===== config.mk =====
export PLATFORM = sky130hd
export DESIGN_NAME = twv_ctrl
export DESIGN_NICKNAME = d
export VERILOG_FILES = /design/src/sv/twv_pkg.sv /design/src/sv/twv_ctrl.sv
export SDC_FILE = /design/constraint.sdc
export NUM_CORES = 1
export LEC_CHECK = 0
export ABC_CLOCK_PERIOD_IN_PS = 2500
export CORE_AREA = 2 2 39 41
export DETAILED_ROUTE_END_ITERATION = 6
export DIE_AREA = 0 0 41 43
export DONT_BUFFER_PORTS = 1
export PLACE_DENSITY_LB_ADDON = 0.12
export SYNTH_ARGS = -nofsm -noshare
export SYNTH_HDL_FRONTEND = slang
export SYNTH_SLANG_ARGS = --single-unit

===== constraint.sdc =====
create_clock -name clock -period 2.5 [get_ports clock]
set_input_delay 0.125 -clock clock [delete_from_list [all_inputs] [get_ports clock]]
set_output_delay 0.125 -clock clock [all_outputs]
set_load 0.005 [all_outputs]

===== src/sv/twv_pkg.sv =====
package twv_pkg;

   localparam int HEIGHT_W        = 16;
   localparam int TOTAL_W         = 26;
   localparam int DEF_MAX_COLUMNS = 1024;
   localparam int DEF_HEIGHT_BITS = 16;

   // controller -> datapath
   typedef struct packed {
      logic accept;      // take one request
      logic back_init;   // last request taken: set up backward pass
      logic back_issue;  // backward pass: read one column, step down
      logic fwd_init;    // set up forward pass
      logic fwd_issue;   // forward pass: read one column, step up
      logic finish;      // load result register, clear sequence state
   } twv_cmd_type;

   // datapath -> controller
   typedef struct packed {
      logic idx_zero;    // index sits on the first column
      logic idx_last;    // index sits on the last stored column
      logic out_free;    // result register can take a new result
   } twv_status_type;

endpackage


===== src/sv/twv_ctrl.sv =====
module twv_ctrl (
   input  logic                    clock,
   input  logic                    reset,
   input  logic                    req_valid,
   input  logic                    req_is_last,
   output logic                    req_ready,
   input  twv_pkg::twv_status_type sts,
   output twv_pkg::twv_cmd_type    cmd
);
   import twv_pkg::*;

   localparam logic [2:0] S_LOAD   = 3'd0;
   localparam logic [2:0] S_BACK   = 3'd1;
   localparam logic [2:0] S_BDRAIN = 3'd2;
   localparam logic [2:0] S_FWD    = 3'd3;
   localparam logic [2:0] S_FDRAIN = 3'd4;
   localparam logic [2:0] S_DONE   = 3'd5;

   logic [2:0] state_ff;
   logic [2:0] state_in;

   always_ff @(posedge clock) begin
      if (reset) begin
         state_ff <= S_LOAD;
      end else begin
         state_ff <= state_in;
      end
   end

   always_comb begin
      state_in  = state_ff;
      cmd       = '0;
      req_ready = 1'b0;
      case (state_ff)
         S_LOAD: begin
            req_ready     = 1'b1;
            cmd.accept    = req_valid;
            cmd.back_init = req_valid & req_is_last;
            if (req_valid && req_is_last) begin
               state_in = S_BACK;
            end
         end
         S_BACK: begin
            cmd.back_issue = 1'b1;
            if (sts.idx_zero) begin
               state_in = S_BDRAIN;
            end
         end
         S_BDRAIN: begin
            cmd.fwd_init = 1'b1;
            state_in     = S_FWD;
         end
         S_FWD: begin
            cmd.fwd_issue = 1'b1;
            if (sts.idx_last) begin
               state_in = S_FDRAIN;
            end
         end
         S_FDRAIN: begin
            state_in = S_DONE;
         end
         S_DONE: begin
            if (sts.out_free) begin
               cmd.finish = 1'b1;
               state_in   = S_LOAD;
            end
         end
         default: begin
            state_in = S_LOAD;
         end
      endcase
   end

endmodule


==> impl_metrics.ini <==
[die]
start_util = 0.1637
core_area_sq_um = 1384
die_area_sq_um = 1763
ios = 14
rows = 14
die_w_microns = 41
fp.dieH_microns = 43

[status]
status = finished, final reports clean

[worst_setup_path]
start_kind = flop
end_kind = output pin
arrival_ns = 1.16
critPathMaxFanout = 11
cp_data_required_time_ns = 2.38
critPathKind = flop to output pin

[layout]
synthToLayoutAreaGrowth_pct = 14.36
antennaDiodeCount = 0
final_util = 0.1872
num-fill-cells = 161
regArea_sq_um = 60.06
reg.largest.list = state_ff x3
fin_nets = 37
multi_input_area_sq_um = 142.6
largest_reg_flops = 3
layout.cells.non_filler = 45
top_register = state_ff
drive_above_1_share = 0.2414

[logic_synthesis]
synth_cells = 27
syn_area_sq_um = 226.5
synth_ff_type = dfxtp_1
yosys-top-cells-area = dfxtp_1 27%, and3b_2 8.8%, a21oi_1 6.6%
syn_avg_cell_area_sq_um = 8.388
yosysTopAreaCell = dfxtp_1
synth_cell_types = 18
synth_top_area_frac = 0.2652
synth-edff-count = 0
yosys_warnings = 0
synth_seq_cells = 3
synth-seq-area-share = 0.2652
async_reset_ff_frac = 0
syn_nets = 34

[global_route]
grt_max_degree = 12
track_usage = 0.06727
grt_pass1_vias = 179
overflow = 0
antenna_found_initial = 0
grt_pass1_wl_microns = 710

[clocking]
cts_setup_buffers = 0
clock_latency_ns = 0.23
cts_tree = done
cts_root_buffer = clkbuf_4
clock-sinks = 3
clk_path_buf_depth = 2
cts_inserted_buffers = 3
clkTransAtPathRegs_ns = 0.04
htree_levels = 1

[sta]
relSlewSlack = 0.7754
finalHoldViolCount = 0
rsz0062_at_grt = false
min_period_over_period = 0.5144
worst_pin_slew_ns = 0.3364
finalCriticalPeriod_ns = 1.286
setup_slack_ns = 1.214
fmax_mhz = 777.6
setup_tns_ns = 0
setup-violations-final = 0
drv_slew = 0
skew_ns = 0.002140

[drt]
first_pass_iters = 4
routed_wl_microns = 500
drc_errors = 0
drt_iter0_markers = 4
wire_per_inst_microns = 11.11
vias = 205
drtAntennaViolNets = 0
viasPerCell = 4.556

[pwr]
power.total_mw = 0.1682
p_per_area_nw_per_um2 = 649.5
ir_drop_mv = 0.1209
leakage_nw = 0.1024

[run]
cap_viol_max_count = 0

[placement]
place_inst = 40
port-buffer-count = 0
post-place-ws_ns = 1.389
place_congestion = 0.7003

[worst_hold_path]
hold_path.class = input port to flop
[cells in the final DEF, fill, tap and decap left out]
master / instances
a21o_1: 1
a21oi_1: 3
a221o_1: 1
a22o_2: 1
and2_1: 2
and3_1: 1
and3b_2: 2
clkbuf_1: 1
clkbuf_4: 3
dfxtp_1: 3
dlygate4sd3_1: 1
nand2_1: 3
nand3b_1: 1
nand4b_1: 1
nor2_1: 1
nor3_1: 1
nor3_2: 1
nor3b_1: 2
[metrics by stage]
| stage | hold WS [ns] | cell area, sq um |
|---|---|---|
| 2_1_floorplan | 0.1941 | 226.5 |
| 3_3_place_gp | 0.2043 | 222.7 |
| 3_5_place_dp | 0.2014 | 222.7 |
| 4_1_cts | 0.04460 | 259.0 |
| 5_1_grt | 0.05473 | 259.0 |
| 6_report | 0.05228 | 259.0 |
[layer usage]
layer	global-route usage	share of wire	vias up
li1	-	-	100
met1	0.07717	0.45	91
met5	0	0	-
met4	0.1000	0.032	0
met3	0.03141	0.066	2
met2	0.06875	0.45	12
[cell usage after synthesis, types with 2 or more instances]
master   n
and2_1   2
and3b_2  2
dfxtp_1  3
a21oi_1  3
nor3b_1  2
nand2_1  3
[what timing repair did]
action | in CTS | in global routing
resized for setup | 0 | 0
endpoints found under the hold margin | 2 | 0
hold buffers | 1 | 0
[final timing paths]
path               start     endpoint  slack (ns)  depth (start not counted)
max          state_ff[1]       cmd[4]        1.21                          2
min                reset  state_ff[0]        0.05                          2
max reg2reg  state_ff[1]  state_ff[0]        1.38                          3
min reg2reg  state_ff[0]  state_ff[0]        0.58                          1
[logic make-up (layout without fill, tap and decap cells)]
family	Yosys count	after routing	synth area share
AOI/OAI and AO/OA	6	6	0.1878
buffers and inverters	3	5	0.1050
DFF	3	3	0.2652
and+or+nand+nor	15	15	0.4420
[critical path: stages (launching register included)]
cell     delay, ns
dfxtp_1       0.40
nor3_2        0.32
and3_1        0.22
[cell type report]
type                       instances  area share
clock buffer                       4      0.1014
multi-input combinational         21      0.5507
tap                               16     0.07729
sequential                         3      0.2319
timing repair buffer               1     0.03865
[power breakdown]
group          internal (mW)  leakage (nW)  switching [mW]
logic                 0.0134        0.0629          0.0113
clock network         0.0598        0.0150          0.0241
registers             0.0514        0.0245         0.00824
total                  0.125         0.102          0.0436
No activity file was read; power rests on OpenSTA's default activity.
